--- src/rtl/core/ulf_pkg.sv ---
// ----------------------------------------------------------------------------
// ulf_pkg
// Shared types, constants and character functions for the UTF-8 fold and
// leet normalizer.
// ----------------------------------------------------------------------------
package ulf_pkg;

    // Counter and limit widths
    localparam int COUNT_BITS = 12;
    localparam int LIMIT_W    = 12;
    localparam int CMP_W      = (COUNT_BITS > LIMIT_W) ? COUNT_BITS : LIMIT_W;
    localparam int CFG_IDX_W  = 1;

    typedef logic [COUNT_BITS-1:0] t_count;
    typedef logic [LIMIT_W-1:0]    t_limit;
    typedef logic [CMP_W-1:0]      t_cmp;
    typedef logic [CFG_IDX_W-1:0]  t_cfg_idx;

    localparam t_count COUNT_MAX = '1;
    localparam t_count COUNT_TWO = t_count'(2);

    // Configuration register indexes
    localparam t_cfg_idx REG_PRE_LIMIT = t_cfg_idx'(0);
    localparam t_cfg_idx REG_OUT_LIMIT = t_cfg_idx'(1);

    localparam t_limit PRE_LIMIT_RST = t_limit'(4090);
    localparam t_limit OUT_LIMIT_RST = t_limit'(4095);

    // Byte codes
    localparam logic [7:0] LEAD_C3   = 8'hC3;
    localparam logic [7:0] MASK_2B   = 8'hE0;
    localparam logic [7:0] CODE_2B   = 8'hC0;
    localparam logic [7:0] MASK_3B   = 8'hF0;
    localparam logic [7:0] CODE_3B   = 8'hE0;
    localparam logic [7:0] MASK_4B   = 8'hF8;
    localparam logic [7:0] CODE_4B   = 8'hF0;
    localparam logic [7:0] CONT_LO   = 8'h80;
    localparam logic [7:0] CONT_HI   = 8'hBF;
    localparam logic [7:0] CH_QUEST  = "?";
    localparam logic [7:0] CH_UP_A   = "A";
    localparam logic [7:0] CH_UP_Z   = "Z";
    localparam logic [7:0] CH_TIMES  = "x";
    localparam logic [7:0] CH_DIVIDE = "/";

    // Latin-1 fold table for the second byte of a 0xC3 sequence, entry 0 first
    localparam int FOLD_N = 64;
    localparam logic [FOLD_N*8-1:0] FOLD_TABLE =
        {"AAAAAAECEEEEIIIIDNOOOOOxOUUUUYPs", "aaaaaaeceeeeiiiidnooooo/ouuuuypy"};

    // Per-text state
    typedef struct packed {
        logic [1:0] skip_left;
        logic       c3_pend;
        logic [7:0] last_out;
        logic [7:0] second_out;
        t_count     produced;
        t_count     emitted;
        logic       stopped;
        logic       cut;
    } t_state;

    // One result beat
    typedef struct packed {
        logic [7:0] out_char;
        logic       has_char;
        logic       end_of_text;
        logic       truncated;
    } t_result;

    function automatic logic [7:0] to_lower(input logic [7:0] c);
        return (c >= CH_UP_A && c <= CH_UP_Z) ? c + 8'd32 : c;
    endfunction

    function automatic logic [7:0] fold_second(input logic [7:0] c1);
        logic [7:0] b;
        b = FOLD_TABLE[(FOLD_N - 1 - int'(c1[5:0])) * 8 +: 8];
        if (c1 < CONT_LO || c1 > CONT_HI) return CH_QUEST;
        if (b == CH_TIMES || b == CH_DIVIDE) return CH_QUEST;
        return to_lower(b);
    endfunction

    function automatic logic [7:0] leet(input logic [7:0] c);
        logic [7:0] r;
        case (c)
            "1", "!", "|": r = "i";
            "0":           r = "o";
            "@":           r = "a";
            "$":           r = "s";
            "3":           r = "e";
            default:       r = c;
        endcase
        return r;
    endfunction

    // Continuation bytes to skip after a bad lead
    function automatic logic [1:0] seq_skip(input logic [7:0] b);
        if ((b & MASK_2B) == CODE_2B) return 2'd1;
        if ((b & MASK_3B) == CODE_3B) return 2'd2;
        if ((b & MASK_4B) == CODE_4B) return 2'd3;
        return 2'd0;
    endfunction

endpackage

--- src/rtl/core/ulf_in_if.sv ---
// ----------------------------------------------------------------------------
// ulf_in_if
// Input byte channel: valid/ready with one text byte per beat.
// ----------------------------------------------------------------------------
interface ulf_in_if;
    logic       valid;
    logic       ready;
    logic [7:0] in_byte;
    logic       is_last;

    modport source (output valid, output in_byte, output is_last, input ready);
    modport sink   (input valid, input in_byte, input is_last, output ready);
endinterface

--- src/rtl/core/ulf_out_if.sv ---
// ----------------------------------------------------------------------------
// ulf_out_if
// Result channel: valid/ready with at most one normalized character per beat.
// ----------------------------------------------------------------------------
interface ulf_out_if;
    logic       valid;
    logic       ready;
    logic [7:0] out_char;
    logic       has_char;
    logic       end_of_text;
    logic       truncated;

    modport source (output valid, output out_char, output has_char,
                    output end_of_text, output truncated, input ready);
    modport sink   (input valid, input out_char, input has_char,
                    input end_of_text, input truncated, output ready);
endinterface

--- src/rtl/core/ulf_step.sv ---
// ----------------------------------------------------------------------------
// ulf_step
// Per-byte decode, fold, leet map, repeat collapse and limit checks.
// Pure next-state logic; the registers live in the top level.
// ----------------------------------------------------------------------------
module ulf_step import ulf_pkg::*; (
    input  t_state     i_st,
    input  logic [7:0] i_byte,
    input  logic       i_last,
    input  t_limit     i_pre_limit,
    input  t_limit     i_out_limit,
    output t_state     o_st,
    output t_result    o_res,
    output logic       o_has_res
);

    always_comb begin
        t_state     st;
        logic       have;
        logic       emit;
        logic [7:0] ch;

        st   = i_st;
        have = 1'b0;
        emit = 1'b0;
        ch   = '0;

        // Byte decode
        if (!st.stopped) begin
            if (st.c3_pend) begin
                st.c3_pend = 1'b0;
                have       = 1'b1;
                if (i_byte == '0) begin
                    ch         = CH_QUEST;
                    st.stopped = 1'b1;
                end else begin
                    ch = fold_second(i_byte);
                end
            end else if (st.skip_left != 2'd0) begin
                if (i_byte == '0) begin
                    st.skip_left = 2'd0;
                    st.stopped   = 1'b1;
                end else begin
                    st.skip_left = st.skip_left - 2'd1;
                end
            end else if (i_byte == '0) begin
                st.stopped = 1'b1;
            end else if (t_cmp'(st.produced) >= t_cmp'(i_pre_limit)) begin
                st.cut     = 1'b1;
                st.stopped = 1'b1;
            end else if (!i_byte[7]) begin
                have = 1'b1;
                ch   = to_lower(i_byte);
            end else if (i_byte == LEAD_C3) begin
                st.c3_pend = 1'b1;
            end else begin
                have         = 1'b1;
                ch           = CH_QUEST;
                st.skip_left = seq_skip(i_byte);
            end
            // lead byte with no partner at end of text
            if (i_last && st.c3_pend) begin
                st.c3_pend = 1'b0;
                have       = 1'b1;
                ch         = CH_QUEST;
            end
        end

        // Counting, output limit, leet and collapse
        if (have) begin
            if (st.produced != COUNT_MAX) st.produced = st.produced + 1'b1;
            if (t_cmp'(st.emitted) >= t_cmp'(i_out_limit)) begin
                st.cut     = 1'b1;
                st.stopped = 1'b1;
            end else begin
                ch = leet(ch);
                if (!(st.emitted >= COUNT_TWO && ch == st.last_out
                      && ch == st.second_out)) begin
                    st.second_out = st.last_out;
                    st.last_out   = ch;
                    if (st.emitted != COUNT_MAX) st.emitted = st.emitted + 1'b1;
                    emit = 1'b1;
                end
            end
        end

        o_res.out_char    = emit ? ch : 8'h00;
        o_res.has_char    = emit;
        o_res.end_of_text = i_last;
        o_res.truncated   = st.cut;
        o_has_res         = emit | i_last;

        // fresh state for the next text
        if (i_last) st = '0;
        o_st = st;
    end

endmodule

--- src/rtl/core/utf8_fold_leet_normalizer.sv ---
// ----------------------------------------------------------------------------
// utf8_fold_leet_normalizer
// Path: an accepted input beat passes the input register, then the per-byte
//   logic into the result register, before its result beat.
// Throughput: one byte per cycle while the result slot is free or draining; the text state updates once per byte.
// Reset: synchronous active low; clears text state and both valid flags,
//   limits return to pre 4090 and out 4095.
// ----------------------------------------------------------------------------
module utf8_fold_leet_normalizer import ulf_pkg::*; (
    input  logic         i_clk,
    input  logic         i_rst_n,
    input  logic         i_cfg_we,
    input  t_cfg_idx     i_cfg_idx,
    input  t_limit       i_cfg_data,
    ulf_in_if.sink       i_in,
    ulf_out_if.source    o_out
);

    t_limit     r_pre_limit, r_out_limit;
    logic       r_in_vld;
    logic [7:0] r_in_byte;
    logic       r_in_last;
    t_state     r_st, n_st;
    logic       r_out_vld;
    t_result    r_out, n_out;
    logic       n_has_res;
    logic       fire;

    // Configuration registers
    always_ff @(posedge i_clk) begin
        if (!i_rst_n) begin
            r_pre_limit <= PRE_LIMIT_RST;
            r_out_limit <= OUT_LIMIT_RST;
        end else if (i_cfg_we) begin
            case (i_cfg_idx)
                REG_PRE_LIMIT: r_pre_limit <= i_cfg_data;
                REG_OUT_LIMIT: r_out_limit <= i_cfg_data;
                default: ;
            endcase
        end
    end

    // Stage advances when the result slot is free or draining
    assign fire       = r_in_vld && (!r_out_vld || o_out.ready);
    assign i_in.ready = !r_in_vld || fire;

    // Input register
    always_ff @(posedge i_clk) begin
        if (!i_rst_n) begin
            r_in_vld <= 1'b0;
        end else if (i_in.ready) begin
            r_in_vld <= i_in.valid;
        end
    end

    always_ff @(posedge i_clk) begin
        if (i_in.valid && i_in.ready) begin
            r_in_byte <= i_in.in_byte;
            r_in_last <= i_in.is_last;
        end
    end

    ulf_step u_step (
        .i_st        (r_st),
        .i_byte      (r_in_byte),
        .i_last      (r_in_last),
        .i_pre_limit (r_pre_limit),
        .i_out_limit (r_out_limit),
        .o_st        (n_st),
        .o_res       (n_out),
        .o_has_res   (n_has_res)
    );

    // Text state
    always_ff @(posedge i_clk) begin
        if (!i_rst_n) begin
            r_st <= '0;
        end else if (fire) begin
            r_st <= n_st;
        end
    end

    // Result register
    always_ff @(posedge i_clk) begin
        if (!i_rst_n) begin
            r_out_vld <= 1'b0;
        end else if (fire) begin
            r_out_vld <= n_has_res;
        end else if (o_out.ready) begin
            r_out_vld <= 1'b0;
        end
    end

    always_ff @(posedge i_clk) begin
        if (fire && n_has_res) begin
            r_out <= n_out;
        end
    end

    assign o_out.valid       = r_out_vld;
    assign o_out.out_char    = r_out.out_char;
    assign o_out.has_char    = r_out.has_char;
    assign o_out.end_of_text = r_out.end_of_text;
    assign o_out.truncated   = r_out.truncated;

    // A beat without a character only closes a text
    a_empty_is_end: assert property (@(posedge i_clk) disable iff (!i_rst_n)
        r_out_vld && !r_out.has_char |-> r_out.end_of_text)
        else $error("result beat with no character and no end of text");

    a_empty_char_zero: assert property (@(posedge i_clk) disable iff (!i_rst_n)
        r_out_vld && !r_out.has_char |-> r_out.out_char == 8'h00)
        else $error("character code set on a beat without a character");

    // The last byte of a text leaves clean state behind
    a_clear_after_last: assert property (@(posedge i_clk) disable iff (!i_rst_n)
        fire && r_in_last |=> r_st == '0)
        else $error("text state not cleared after last byte");

    a_emit_le_produce: assert property (@(posedge i_clk) disable iff (!i_rst_n)
        1'b1 |-> r_st.emitted <= r_st.produced)
        else $error("more characters emitted than produced");

endmodule
--- src/flat_wrapper.sv ---
// flat-port wrapper written by rule: the top's interface ports become plain ports
module utf8_fold_leet_normalizer_flat import ulf_pkg::*;
  (i_clk, i_rst_n, i_cfg_we, i_cfg_idx, i_cfg_data, i_in_valid, i_in_in_byte, i_in_is_last, i_in_ready, o_out_valid, o_out_out_char, o_out_has_char, o_out_end_of_text, o_out_truncated, o_out_ready);
  ulf_in_if i_in_i ();
  ulf_out_if o_out_i ();
  input  logic i_clk;
  input  logic i_rst_n;
  input  logic i_cfg_we;
  input  t_cfg_idx i_cfg_idx;
  input  t_limit i_cfg_data;
  input wire logic [$bits(i_in_i.valid)-1:0] i_in_valid;
  input wire logic [$bits(i_in_i.in_byte)-1:0] i_in_in_byte;
  input wire logic [$bits(i_in_i.is_last)-1:0] i_in_is_last;
  output wire logic [$bits(i_in_i.ready)-1:0] i_in_ready;
  output wire logic [$bits(o_out_i.valid)-1:0] o_out_valid;
  output wire logic [$bits(o_out_i.out_char)-1:0] o_out_out_char;
  output wire logic [$bits(o_out_i.has_char)-1:0] o_out_has_char;
  output wire logic [$bits(o_out_i.end_of_text)-1:0] o_out_end_of_text;
  output wire logic [$bits(o_out_i.truncated)-1:0] o_out_truncated;
  input wire logic [$bits(o_out_i.ready)-1:0] o_out_ready;
  assign i_in_i.valid = i_in_valid;
  assign i_in_i.in_byte = i_in_in_byte;
  assign i_in_i.is_last = i_in_is_last;
  assign i_in_ready = i_in_i.ready;
  assign o_out_valid = o_out_i.valid;
  assign o_out_out_char = o_out_i.out_char;
  assign o_out_has_char = o_out_i.has_char;
  assign o_out_end_of_text = o_out_i.end_of_text;
  assign o_out_truncated = o_out_i.truncated;
  assign o_out_i.ready = o_out_ready;
  utf8_fold_leet_normalizer u_core (.i_clk(i_clk), .i_rst_n(i_rst_n), .i_cfg_we(i_cfg_we), .i_cfg_idx(i_cfg_idx), .i_cfg_data(i_cfg_data), .i_in(i_in_i), .o_out(o_out_i));
endmodule
--- config.mk ---
export PLATFORM = sky130hd
export DESIGN_NAME = utf8_fold_leet_normalizer_flat
export DESIGN_NICKNAME = d
export VERILOG_FILES = /design/src/rtl/core/ulf_pkg.sv /design/src/rtl/core/ulf_in_if.sv /design/src/rtl/core/ulf_out_if.sv /design/src/rtl/core/ulf_step.sv /design/src/rtl/core/utf8_fold_leet_normalizer.sv /design/src/flat_wrapper.sv
export SDC_FILE = /design/constraint.sdc
export NUM_CORES = 1
export LEC_CHECK = 0
export BUFFER_PORTS_ARGS = -buffer_cell sky130_fd_sc_hd__buf_2
export CAP_MARGIN = 20
export CORE_MARGIN = 2
export CORE_UTILIZATION = 35
export CTS_CLUSTER_DIAMETER = 150
export DETAILED_ROUTE_END_ITERATION = 10
export SLEW_MARGIN = 20
export SYNTH_ARGS = -nofsm -noshare
export SYNTH_HDL_FRONTEND = slang
export SYNTH_HIERARCHICAL = 1
export SYNTH_SLANG_ARGS = --single-unit
--- constraint.sdc ---
create_clock -name i_clk -period 7.83 [get_ports i_clk]
set_input_delay 0.783 -clock i_clk [delete_from_list [all_inputs] [get_ports i_clk]]
set_output_delay 0.783 -clock i_clk [all_outputs]
set_load 0.05 [all_outputs]
[Word level (Yosys, flattened, before mapping)]
Cells that the tools add are included.
Operators by class
  reductions and logical operators: 29
  bitwise operators: 2
  divide/modulo/power cells: 0
  shifts and indexed selects: 1
  multiply operators: 0
  equality and inequality tests: 24
  muxes and demuxes: 106
  magnitude comparators: 9
  $add $sub $neg: 6
Operator list (count)
  variable part select 512 x 10 -> 8 bit, first input constant: 1
  two-way mux 8 bit: 18
  two-way mux 1 bit: 61
  == test 8 x 6 -> 1 bit, second input constant: 6
  two-way mux 12 bit: 4
  two-way mux 45 bit: 1
  two-way mux 42 bit: 1
  case mux 8 bit (5 select lines): 1
  two-way mux 16 bit: 2
  two-way mux 2 bit: 13
  adder 12 x 1 -> 12 bit, second input constant: 2
  == test 8 x 7 -> 1 bit, second input constant: 3
  greater-or-equal comparator 12 bit: 2
  != test 12 bit, second input constant: 2
  adder 8 x 6 -> 8 bit, second input constant: 2
  == test 8 bit: 2
  greater-or-equal comparator 8 x 7 -> 1 bit, second input constant: 2
  less-or-equal comparator 8 x 7 -> 1 bit, second input constant: 2
  greater-or-equal comparator 12 x 2 -> 1 bit, second input constant: 1
  two-way mux 3 bit: 4
  nonzero test 2 bit: 5
  != test 3 x 2 -> 1 bit, second input constant: 3
  == test 8 bit, second input constant: 1
  greater-than comparator 8 bit, second input constant: 1
  21 further kinds: 37
Storage, ports and cells
  latch bits: 0
  ROM bits: 0
  bits in writable memories: 0
  memories: 0
  bits of input ports: 27
  output and inout bits: 13
  bits in registers: 91

[Longest topological paths before layout]
Gate-level depths: netlist of run 1.
  word-level depth: 52
  gate-level depth with buffers: 19
  gate-level depth less buffers: 17

[Cells and area by module]
Netlist of run 1, hierarchy kept.
By module, submodules not included
  utf8_fold_leet_normalizer: instances 1, area an instance 3370.7 µm², cells an instance 334
  ulf_step: instances 1, area an instance 3150.5 µm², cells an instance 495

[Least setup slack after synthesis of run 1]
No wires, ideal clock.
  path kind: register to register
  start: register u_core/r_st[14] (netlist name)
  end: register u_core.r_out (netlist bit u_core/o_out.end_of_text), enable pin
  path slack: 3.768 ns
  buffers on the path: 0
  arrival time: 3.684 ns
  cell stages (with the launch flop): 17
  required time: 7.452 ns
  library setup time: 0.378 ns
  path through: dfxtp_1 inv_1 ha_1 nand2b_1 a2111oi_0 a211o_1 a21boi_1 o31ai_1 nand4_1 a21oi_1 o22ai_1 mux2i_1 nand4_2 nand2_2 nand2_1 nand2_1 nor2_1
On the way
  longest elaborated chain between the ends: 22
  elaborated cells between the ends (all ways): 39
  those cells by class: 1 x order compare; 9 x eq/ne; 23 x mux; 1 x bitwise; 5 x reduce/logical
RTL lines
  from (decl): RTL line utf8_fold_leet_normalizer.sv:23  | t_state r_st, n_st;
  from (signal assigned): RTL line utf8_fold_leet_normalizer.sv:79  | r_st <= n_st;
  greater-or-equal comparator 12 bit (*): RTL line ulf_step.sv:48  | end else if (t_cmp'(st.produced) >= t_cmp'(i_pre_limit)) begin
  two-way mux 3 bit: RTL line ulf_step.sv:48
  two-way mux 3 bit: RTL line ulf_step.sv:46  | end else if (i_byte == '0) begin
  two-way mux 1 bit: RTL line ulf_step.sv:39  | end else if (st.skip_left != 2'd0) begin
  two-way mux 1 bit: RTL line ulf_step.sv:30  | if (st.c3_pend) begin
  two-way mux 1 bit: RTL line ulf_step.sv:29  | if (!st.stopped) begin
  logical AND 1 bit: RTL line ulf_step.sv:62  | if (i_last && st.c3_pend) begin
  two-way mux 8 bit: RTL line ulf_step.sv:62
  [7 not listed]
  logical AND 1 bit: RTL line ulf_step.sv:77  | if (!(st.emitted >= COUNT_TWO && ch == st.last_out
  logical AND 1 bit: RTL line ulf_step.sv:78  | && ch == st.second_out)) begin
  two-way mux 1 bit: RTL line ulf_step.sv:77
  two-way mux 1 bit: RTL line ulf_step.sv:72  | if (t_cmp'(st.emitted) >= t_cmp'(i_out_limit)) begin
  two-way mux 1 bit (*): RTL line ulf_step.sv:70  | if (have) begin
  OR 1 bit (*): RTL line ulf_step.sv:91  | o_has_res = emit | i_last;
  net u_core.n_has_res: RTL line utf8_fold_leet_normalizer.sv:26  | logic n_has_res;
  logical AND 1 bit (*): RTL line utf8_fold_leet_normalizer.sv:95  | if (fire && n_has_res) begin
  to (signal assigned): RTL line utf8_fold_leet_normalizer.sv:96  | r_out <= n_out;
  to (decl): RTL line utf8_fold_leet_normalizer.sv:25  | t_result r_out, n_out;
The timed path passes the listed nets; every way through them passes the cells marked *. The select of a mux whose other input is x is not followed.
A chain may end at the register's enable or synchronous reset.

[Final worst setup path of run 1]
  start: register u_core/r_st[14] (netlist name)
  end: register u_core.r_out (netlist bit u_core/o_out.out_char[2]), enable pin
The elaborated chain is that of the path after synthesis.

==> results of run 1 <==
==> per-layer routing <==
layer | part of all wire | vias up | track usage
met5 | 0 | - | 0
met2 | 0.44 | 158 | 0.256
met1 | 0.50 | 2691 | 0.234
met4 | 0.015 | 0 | 0.0505
met3 | 0.044 | 20 | 0.0236
li1 | - | 2975 | -
==> state kept, by name (all words and copies together) (netlist names), 8 cells and up <==
signal,flops
u_core/r_pre_limit,12
u_core/r_in_byte,8
u_core/o_out.out_char,8
u_core/r_st,45
u_core/r_out_limit,12
==> power by group through the flow <==
stage | Sequential [uW] | Clock, uW | Combinational, uW
after global placement | 525 | 0 | 134
after CTS | 515 | 470 | 135
after global routing | 518 | 488 | 152
after floorplan | 525 | 0 | 106
after detailed placement | 526 | 0 | 134
final | 515 | 457 | 135
==> kinds of logic after synthesis <==
group	Yosys count	synth area share
AO/OA/AOI/OAI	169	0.183
multiplexers	53	0.0817
flip-flops	91	0.310
XOR/XNOR	5	0.00671
adder cells (fa/ha/maj)	30	0.0576
buffers and inverters	96	0.0714
AND/OR/NAND/NOR	385	0.289
==> Yosys cell counts (all sizes together), types with 10 or more instances <==
| library cell | n | area (sq um) |
|---|---|---|
| inv | 41 | 154 |
| nor3 | 19 | 100 |
| mux2i | 51 | 510 |
| nand2 | 171 | 644 |
| nor2 | 39 | 146 |
| a21oi | 41 | 216 |
| buf | 24 | 195 |
| and2 | 10 | 62.6 |
| dfxtp | 71 | 1420 |
| clkbuf | 31 | 116 |
| nand4 | 10 | 68.8 |
| nand3 | 50 | 250 |
| and3 | 23 | 144 |
| ha | 30 | 375 |
| nor2b | 12 | 85.1 |
| a211oi | 16 | 150 |
| o21ai | 32 | 160 |
| edfxtp | 20 | 601 |
==> per-stage QoR <==
step,cells,total power (uW),utilization
finish,1062,1110,0.388
global route,1062,1160,0.388
CTS,1062,1120,0.388
detailed placement,1046,660,0.371
global placement,1046,659,0.371
floorplan,829,631,-
==> final cells by class <==
cell class	instances	area share
multi-input cells	642	0.574
flip-flops and latches	91	0.287
repair buffers	43	0.0329
inverters	41	0.0219
clock buffers	13	0.0370
clock inverters	3	0.00658
well taps	229	0.0407
==> worst max-delay path, cell delays in order, from the launching register on <==
cell and delay, ns:
dfxtp_1 0.46, inv_1 0.08, ha_1 0.29, nand2b_1 0.13, a2111oi_0 0.44, a211o_1 0.28, a21boi_1 0.21, o31ai_1 0.54
nand4_1 0.23, a21oi_1 0.44, o22ai_1 0.25, mux2i_1 0.22, nand4_2 0.44, nand2_2 0.20, nand2_1 0.15, nand2_1 0.06
nor2_1 0.74
==> path summary, 6_finish.rpt <==
kind	end	slack, ns
max	u_core/o_out.out_char[2]$_DFFE_PP_	2.29
min	u_core/r_st[0]$_SDFFE_PN0P_	0.46
max reg2reg	u_core/o_out.out_char[2]$_DFFE_PP_	2.29
min reg2reg	u_core/r_st[0]$_SDFFE_PN0P_	0.46
==> metrics.csv, run 1 <==
stage,metric,value,unit
status,outcome,"complete, no violations",
finish,drive_above_1_share,0.0996,
pwr,p_sw,294,uW
pwr,powerDensity,157,nW/um^2
pwr,switching_share,0.266,
finish,fillers,1865,
timing,fin_crit,5.54,ns
route,drt_iter0_drc,561,
timing,slew_violations,0,
timing,worstMarginPinSlew,0.989,ns
finish,multi_input_area,4040,sq um
finish,diodes,0,
min_path,holdPathStages,2,
logic_synthesis,synth_cells,829,
finish,fin_area,7040,sq um
finish,final_nets,885,
logic_synthesis,ys_ff_latch,91,
placed_design,preCtsSetupSlack,2.36,ns
global_routing,antenna_found_initial,0,
logic_synthesis,syn_nets,886,
route,vias,5844,
cts,clockRootBuffer,clkbuf_16,
pwr,p_seq_frac,0.465,
route,vias_per_cell,5.50,
logic_synthesis,synth.distinct_cells,78,
timing,clock.fmax,180,MHz
placed_design,placed_area,6730,sq um
run,drv_cap,0,
pwr,ir_drop,0.163,mV
cts,cts_max_level,3,
floorplanning,boundaryPins,40,
critical_path,worstPathRequired,7.80,ns
logic_synthesis,synth_area,6520,sq um
pwr,comb_power_share,0.122,
logic_synthesis,async_flop_share,0,
global_routing,grt.total_usage,0.164,
cts,cts_buffer_depth,2,
cts,clk_pin_slew,0.07,ns
cts,clock_sinks,91,
placed_design,io_buffers,39,
timing,rsz0062_at_grt,false,
critical_path,crit_path_end_kind,flip-flop,
floorplanning,die_w,141,microns
placed_design,place_congestion,0.895,
floorplanning,start_util,0.359,
route,wl_per_cell,15.0,microns
global_routing,first_global_vias,5334,
timing,hold_viol,0,
cts,cts-hold-fix-buffers,0,
logic_synthesis,yosysSeqAreaShare,0.310,
pwr,p_leak,0.00289,uW
cts,cts_tree,yes,
route,drc,0,
finish,layout_common_cells,"nand2_1, dfxtp_1, mux2i_1",
global_routing,grt_pass1_wl,26800,microns
critical_path,arrival,5.51,ns
timing,tns,0,ns
critical_path,worstReg2RegStart,u_core/r_st[14]$_SDFFE_PN0P_,
cts,numCtsBuffers,9,
timing,timing.slew.headroom,0.338,
critical_path,reg2reg_depth,16,
logic_synthesis,yosysWarnings,6,
finish,area_growth,7.94,%
floorplanning,die-area,19700,sq um
min_path,holdCritStartpoint,u_core/r_st[0]$_SDFFE_PN0P_,
critical_path,crit_fanout,23,
floorplanning,rows,49,
timing,setup_ws,2.29,ns
timing,setup_viol,0,
logic_synthesis,synthFlopType,dfxtp_1,
logic_synthesis,syn_area_per_cell,7.87,sq um
route,drtAntennaViolNets,0,
finish,mostFrequentLayoutCell,nand2_1,
timing,finalClockSkew,0.00903,ns
route,wirelength,16000,microns
pwr,power.internal,813,uW
route,first_pass_iters,7,
cts,clkLatencyLatePin,0.35,ns
global_routing,grt.overflow.total,0,
global_routing,grt_max_degree,117,
floorplanning,fp.coreArea,18100,sq um
finish,regArea,2020,sq um
timing,whs,0.462,ns
timing,fin_crit_sh,0.708,
pwr,p_clk_frac,0.413,
critical_path,criticalPathCategory,reg2reg,
logic_synthesis,synth_edf_count,20,
floorplanning,fp.dieH,141,microns
cts,postCtsSetupRepairBufs,0,
placed_design,hpwl,10800,microns
min_path,hold_path.class,reg2reg,
critical_path,critPathLaunch,u_core/r_st[14]$_SDFFE_PN0P_,
cts,cts_resized,0,
critical_path,cp-start-kind,flip-flop,
Note: power is estimated with default switching activity, not from simulation.
==> inputs of run 2 (changes only) <==
--- a/config.mk
+++ b/config.mk
@@ -5,6 +5,7 @@
 export SDC_FILE = /design/constraint.sdc
 export NUM_CORES = 1
 export LEC_CHECK = 0
+export ABC_AREA = 1
 export BUFFER_PORTS_ARGS = -buffer_cell sky130_fd_sc_hd__buf_2
 export CAP_MARGIN = 20
 export CORE_MARGIN = 2
==> constraint.sdc (replaced) <==
create_clock -name i_clk -period 5.8 [get_ports i_clk]
set_input_delay 0.58 -clock i_clk [delete_from_list [all_inputs] [get_ports i_clk]]
set_output_delay 0.58 -clock i_clk [all_outputs]
set_load 0.05 [all_outputs]
==> run 2 against run 1 <==
  * Core utilization decreased by 0.22 points
  * Design area up 2.5%
  * Wire length rose by 2.8%
  * Fmax rose by 24%
  * Die area is 2.4% higher
  * Synthesized cell count is 27% higher
  * Clock-buffer cell count is 4 lower
  * Non-clock buffer count increased by 3
  * Power grew 62%
==> metrics.csv, run 2 <==
stage,metric,value,unit
route,vias,6385,
placed_design,io_buffers,39,
floorplanning,boundaryPins,40,
finish,diodes,0,
placed_design,placed_area,6920,sq um
floorplanning,start_util,0.357,
logic_synthesis,yosysWarnings,6,
finish,drive_above_1_share,0.0964,
pwr,powerDensity,248,nW/um^2
finish,area_growth,7.92,%
logic_synthesis,async_flop_share,0,
floorplanning,die-area,20200,sq um
global_routing,grt.total_usage,0.169,
timing,worstMarginPinSlew,0.900,ns
cts,clockRootBuffer,clkbuf_16,
timing,fin_crit_sh,0.771,
logic_synthesis,synth_cells,1053,
logic_synthesis,yosys-top-cells-area,"dfxtp_1, nand2_1, nand3_1",
cts,clkLatencyLatePin,0.36,ns
pwr,p_leak,0.00356,uW
timing,tns,0,ns
finish,final_nets,1120,
critical_path,criticalPathCategory,reg2reg,
critical_path,crit_fanout,27,
floorplanning,rows,50,
global_routing,grt.overflow.total,0,
finish,fin_area,7210,sq um
floorplanning,die_w,142,microns
finish,top_register,u_core/r_st,
critical_path,worstReg2RegStart,u_core/r_st[25]$_SDFFE_PN0P_,
critical_path,critPathLaunch,u_core/r_st[25]$_SDFFE_PN0P_,
cts,clock_sinks,91,
finish,biggestRegsByFlops,"u_core/r_st: 45 flops, u_core/r_out_limit: 12 flops, u_core/r_pre_limit: 12 flops",
route,drt_iter0_drc,399,
critical_path,crit_path_end_kind,flip-flop,
cts,cts-hold-fix-buffers,0,
route,vias_per_cell,4.90,
timing,fin_crit,4.47,ns
finish,largest_reg_flops,45,
logic_synthesis,yosysTopAreaCell,dfxtp_1,
timing,rsz0062_at_grt,false,
logic_synthesis,yosysSeqAreaShare,0.302,
cts,clk_pin_slew,0.07,ns
global_routing,busiest_layer,met2,
logic_synthesis,synthFlopType,dfxtp_1,
floorplanning,fp.coreArea,18700,sq um
logic_synthesis,synth.distinct_cells,49,
placed_design,place_congestion,0.866,
logic_synthesis,synth_area,6690,sq um
critical_path,worstPathRequired,5.78,ns
logic_synthesis,synth_edf_count,20,
cts,numCtsBuffers,9,
global_routing,grt_max_degree,92,
timing,timing.slew.headroom,0.400,
global_routing,use_met1,0.233,
global_routing,antenna_found_initial,0,
status,outcome,"complete, no violations",
route,drtAntennaViolNets,0,
critical_path,rrSetupSlack,1.33,ns
cts,postCtsSetupRepairBufs,0,
floorplanning,fp.dieH,142,microns
placed_design,hpwl,11700,microns
min_path,hold_path.class,in2reg,
pwr,ir_drop,0.147,mV
finish,mostFrequentLayoutCell,nand2_1,
logic_synthesis,synth_top_cells_by_count,"nand2_1, inv_1, nor2_1",
logic_synthesis,synth_most_common_cell,nand2_1,
cts,cts_resized,0,
global_routing,grt_use_met2,0.276,
cts,cts_tree,yes,
timing,finalClockSkew,0.0111,ns
finish,fillers,1986,
finish,layout_common_cells,"nand2_1, inv_1, nor2_1",
timing,clock.fmax,224,MHz
global_routing,use_met3,0.0276,
timing,setup_viol,0,
route,wl_per_cell,12.6,microns
global_routing,first_global_vias,5759,
route,drc,0,
critical_path,cp-start-kind,flip-flop,
timing,hold_viol,0,
logic_synthesis,syn_area_per_cell,6.35,sq um
global_routing,grt_pass1_wl,27900,microns
route,wirelength,16400,microns
logic_synthesis,syn_nets,1110,
min_path,holdCritStartpoint,i_in_in_byte[3],
logic_synthesis,synth_top_area_frac,0.213,
cts,cts_max_level,3,
run,drv_cap,0,
timing,slew_violations,0,
cts,cts_buffer_depth,2,
logic_synthesis,ys_ff_latch,91,
route,first_pass_iters,5,
critical_path,arrival,4.45,ns
==> run 2: changes by cell type after synthesis, moves of 26 or more <==
| cell | delta |
|---|---|
| inv_1 | +110 |
| nor2_1 | +103 |
| nand3_1 | +71 |
| nand2_1 | +70 |
| mux2i_1 | -50 |
| a21oi_1 | +44 |
| clkbuf_1 | -26 |
==> run 2: final timing paths <==
kind / depth (start not counted) / end
worst min-delay path: 1 / u_core/r_in_byte[3]$_DFFE_PP_
worst max-delay path: 23 / u_core/o_out.out_char[3]$_DFFE_PP_
worst min register to register: 2 / u_core/r_out_limit[2]$_SDFFE_PN1P_
worst max register to register: 23 / u_core/o_out.out_char[3]$_DFFE_PP_
==> run 2: area by class of cell <==
type / count / area, sq um / share of cell area
clock buffers: 9 / 225 / 0.0312
clock inverters: 7 / 66.3 / 0.00919
inverters: 160 / 603 / 0.0836
multi-input cells: 755 / 3760 / 0.521
flip-flops and latches: 91 / 2020 / 0.280
well taps: 234 / 293 / 0.0406
repair buffers: 46 / 248 / 0.0343
==> run 2: worst max-delay path, cell delays in order, from the launching register on <==
cell and delay (ns):
dfxtp_1 0.41, ha_1 0.28, a21o_1 0.19, nor2_1 0.14, nand4_1 0.26, nor2_4 0.25, nand4_4 0.14, nand2_1 0.13
nand2_2 0.09, nand2_2 0.14, nor2_1 0.05, nand2_1 0.10, nand3_1 0.16, nor2_4 0.18, nand3_1 0.13, nand2_1 0.08
nor2_1 0.04, nand2_1 0.07, nor2_2 0.06, nand2_4 0.14, nand2_8 0.16, nand2_1 0.16, inv_1 0.06, nor2_1 0.68
==> run 2: where the power goes <==
group / leakage, uW / internal (uW) / switching (uW)
clock: 0.000146 / 303 / 283
sequential: 0.000778 / 697 / 44.4
combinational: 0.00263 / 151 / 311
==> run 2: routing by layer <==
layer	up-vias	share of wire
met5	-	0
met4	0	0.013
met3	12	0.036
met2	123	0.44
met1	2839	0.51
li1	3411	-
==> run 2: logic make-up (layout without fill, tap and decap cells) <==
| family | count (synthesis) | in the layout | synth area share |
|---|---|---|---|
| mux | 1 | 1 | 0.00150 |
| simple gates | 563 | 563 | 0.369 |
| compound gates | 155 | 155 | 0.127 |
| flops | 91 | 91 | 0.302 |
| xor+xnor | 6 | 6 | 0.00786 |
| buf+inv | 207 | 222 | 0.136 |
| fa+ha+maj | 30 | 30 | 0.0561 |
==> run 2: through the flow <==
stage | setup WS [ns] | power (uW) | hold slack [ns] | utilization | instances
6_report | 1.33 | 1790 | 0.396 | 0.386 | 1302
3_3_place_gp | 1.46 | 1220 | 0.455 | 0.370 | 1286
3_5_place_dp | 1.34 | 1220 | 0.456 | 0.370 | 1286
4_1_cts | 1.30 | 1820 | 0.377 | 0.386 | 1302
5_1_grt | 0.835 | 1920 | 0.385 | 0.386 | 1302
2_1_floorplan | 2.09 | 1120 | 0.442 | - | 1053
==> inputs of run 3 (changes only) <==
==> constraint.sdc (replaced) <==
create_clock -name i_clk -period 4.1 [get_ports i_clk]
set_input_delay 0.41 -clock i_clk [delete_from_list [all_inputs] [get_ports i_clk]]
set_output_delay 0.41 -clock i_clk [all_outputs]
set_load 0.05 [all_outputs]
==> run 3 against run 2 <==
  * Clock-buffer cell count unchanged
  * Largest power group unchanged
  * Die area stayed put
  * First-iteration DRC count is 7.0% higher
  * Critical endpoint is now u_core/r_st[10]$_SDFFE_PN0P_
==> metrics.csv, run 3 (synthesized netlist as in run 2, its figures left out) <==
stage,metric,value,unit
status,outcome,"complete, no violations",
route,vias_per_cell,4.94,
critical_path,crit_cells,31,
route,drc,0,
critical_path,crit_path_end_kind,flip-flop,
route,met3_length,669,microns
global_routing,first_global_vias,5805,
route,dr_wl_met2,7990,microns
finish,layout_common_cells,"nand2_1, inv_1, nor2_1",
floorplanning,start_util,0.357,
critical_path,worstReg2RegEnd,u_core/r_st[10]$_SDFFE_PN0P_,
timing,setup_viol,0,
route,first_pass_iters,5,
timing,setup_ws,0.108,ns
global_routing,grt.overflow.total,0,
cts,cts-hold-fix-buffers,0,
critical_path,critPathLaunch,u_core/r_pre_limit[4]$_SDFFE_PN1P_,
critical_path,arrival,4.24,ns
critical_path,worstPathRequired,4.35,ns
placed_design,placed_area,7270,sq um
min_path,hold_path.class,in2reg,
global_routing,antenna_found_initial,0,
finish,top_register,u_core/r_st,
timing,fin_crit_sh,0.974,
global_routing,grt_max_degree,69,
route,drtAntennaViolNets,0,
pwr,ir_drop,0.232,mV
cts,cts_tree,yes,
finish,diodes,0,
finish,area_growth,20.9,%
route,drt_iter0_drc,427,
route,vias,6692,
finish,largest_reg_flops,45,
floorplanning,die_w,142,microns
timing,worstMarginPinSlew,1.02,ns
placed_design,dp_cells,1332,
cts,cts_buffer_depth,2,
timing,clock.fmax,250,MHz
timing,hold_viol,0,
cts,numCtsBuffers,9,
finish,mostFrequentLayoutCell,nand2_1,
timing,fin_crit,3.99,ns
critical_path,rrSetupSlack,0.11,ns
pwr,p_leak,0.00387,uW
timing,slew_violations,0,
critical_path,worstSetupEndpoint,u_core/r_st[10]$_SDFFE_PN0P_,
finish,final_nets,1172,
critical_path,worstReg2RegStart,u_core/r_pre_limit[4]$_SDFFE_PN1P_,
cts,clockRootBuffer,clkbuf_16,
floorplanning,fp.dieH,142,microns
cts,clock_sinks,91,
cts,clk_pin_slew,0.07,ns
finish,fin_area,8080,sq um
route,wl_per_cell,12.8,microns
global_routing,grt_pass1_wl,27700,microns
critical_path,path_buf_inv,6,
timing,rsz0062_at_grt,true,
placed_design,hpwl,12200,microns
critical_path,criticalPathCategory,reg2reg,
finish,biggestRegsByFlops,"u_core/r_st: 45 flops, u_core/r_out_limit: 12 flops, u_core/r_pre_limit: 12 flops",
critical_path,slowest_stage,dfxtp_2,
critical_path,crit_family,simple AND/OR/NAND/NOR gates,
timing,whs,0.228,ns
pwr,powerDensity,351,nW/um^2
placed_design,io_buffers,39,
critical_path,crit_top_cell,nand2_1,
placed_design,place_congestion,0.858,
critical_path,cpPeakStageDelay,0.34,ns
timing,finalClockSkew,0.00974,ns
global_routing,grt.total_usage,0.169,
floorplanning,boundaryPins,40,
critical_path,cp-start-kind,flip-flop,
critical_path,reg2reg_depth,31,
cts,cts_max_level,3,
cts,clkLatencyLatePin,0.36,ns
route,top_layer,met4,
floorplanning,rows,50,
route,wl_met1,8520,microns
route,wirelength,17400,microns
floorplanning,die-area,20200,sq um
placed_design,preCtsSetupSlack,-0.0178,ns
timing,timing.slew.headroom,0.321,
critical_path,crit_fanout,8,
finish,layoutNonFillerInstCount,1354,
floorplanning,fp.coreArea,18700,sq um
run,drv_cap,0,
finish,drive_above_1_share,0.219,
## run 3: cell types whose count changed in the layout (fill, tap and decap cells not counted), moves of 13 or more
cell	previous run	this run
nand2_1	239	217
dfxtp_1	70	47
inv_2	8	21
dfxtp_2	1	24
buf_4	7	55
inv_1	150	137
## run 3: power by group
group	switching, uW	internal [uW]	total, uW
clock	382	602	984
combinational	495	302	797
sequential	66.7	989	1060
## run 3: timing repair
item	in CTS	in global routing
hold endpoints to repair	0	0
setup buffers	0	5
resized for setup	1	112
cloned	0	2
endpoints found under the setup margin	14	41
pin swaps	0	44
## run 3: worst min path at each step
stage / from / endpoint / slack [ns] / depth (start not counted)
finish: i_in_in_byte[4] / u_core/r_in_byte[4]$_DFFE_PP_ / 0.23 / 1
detailed placement: u_core/r_out_limit[11]$_SDFFE_PN1P_ / u_core/r_out_limit[11]$_SDFFE_PN1P_ / 0.46 / 2
global placement: u_core/r_pre_limit[11]$_SDFFE_PN1P_ / u_core/r_pre_limit[11]$_SDFFE_PN1P_ / 0.46 / 2
global route: i_in_in_byte[4] / u_core/r_in_byte[4]$_DFFE_PP_ / 0.21 / 1
floorplan: u_core/r_pre_limit[10]$_SDFFE_PN1P_ / u_core/r_pre_limit[10]$_SDFFE_PN1P_ / 0.44 / 2
CTS: i_in_in_byte[4] / u_core/r_in_byte[4]$_DFFE_PP_ / 0.22 / 1
## run 3: area by class of cell
class                      instances  area (sq um)
clock inverter                     7           121
multi-input combinational        757          4150
clock buffer                       9           225
inverter                         160           608
sequential                        91          2050
timing repair buffer              96           634
tap                              234           293
fill                            1947         10600
## run 3: routing by layer
layer,vias up,track usage
li1,3511,-
met3,14,0.0357
met4,0,0.0363
met1,3056,0.229
met2,111,0.277
met5,-,0
## run 3: through the flow
step                       util  total power (uW)  setup TNS [ns]
final                     0.432              2840               0
after global routing      0.432              3010           -3.32
after CTS                 0.407              2770               0
after detailed placement  0.389              1780          -0.217
after global placement    0.389              1780               0
after floorplan               -              1590               0
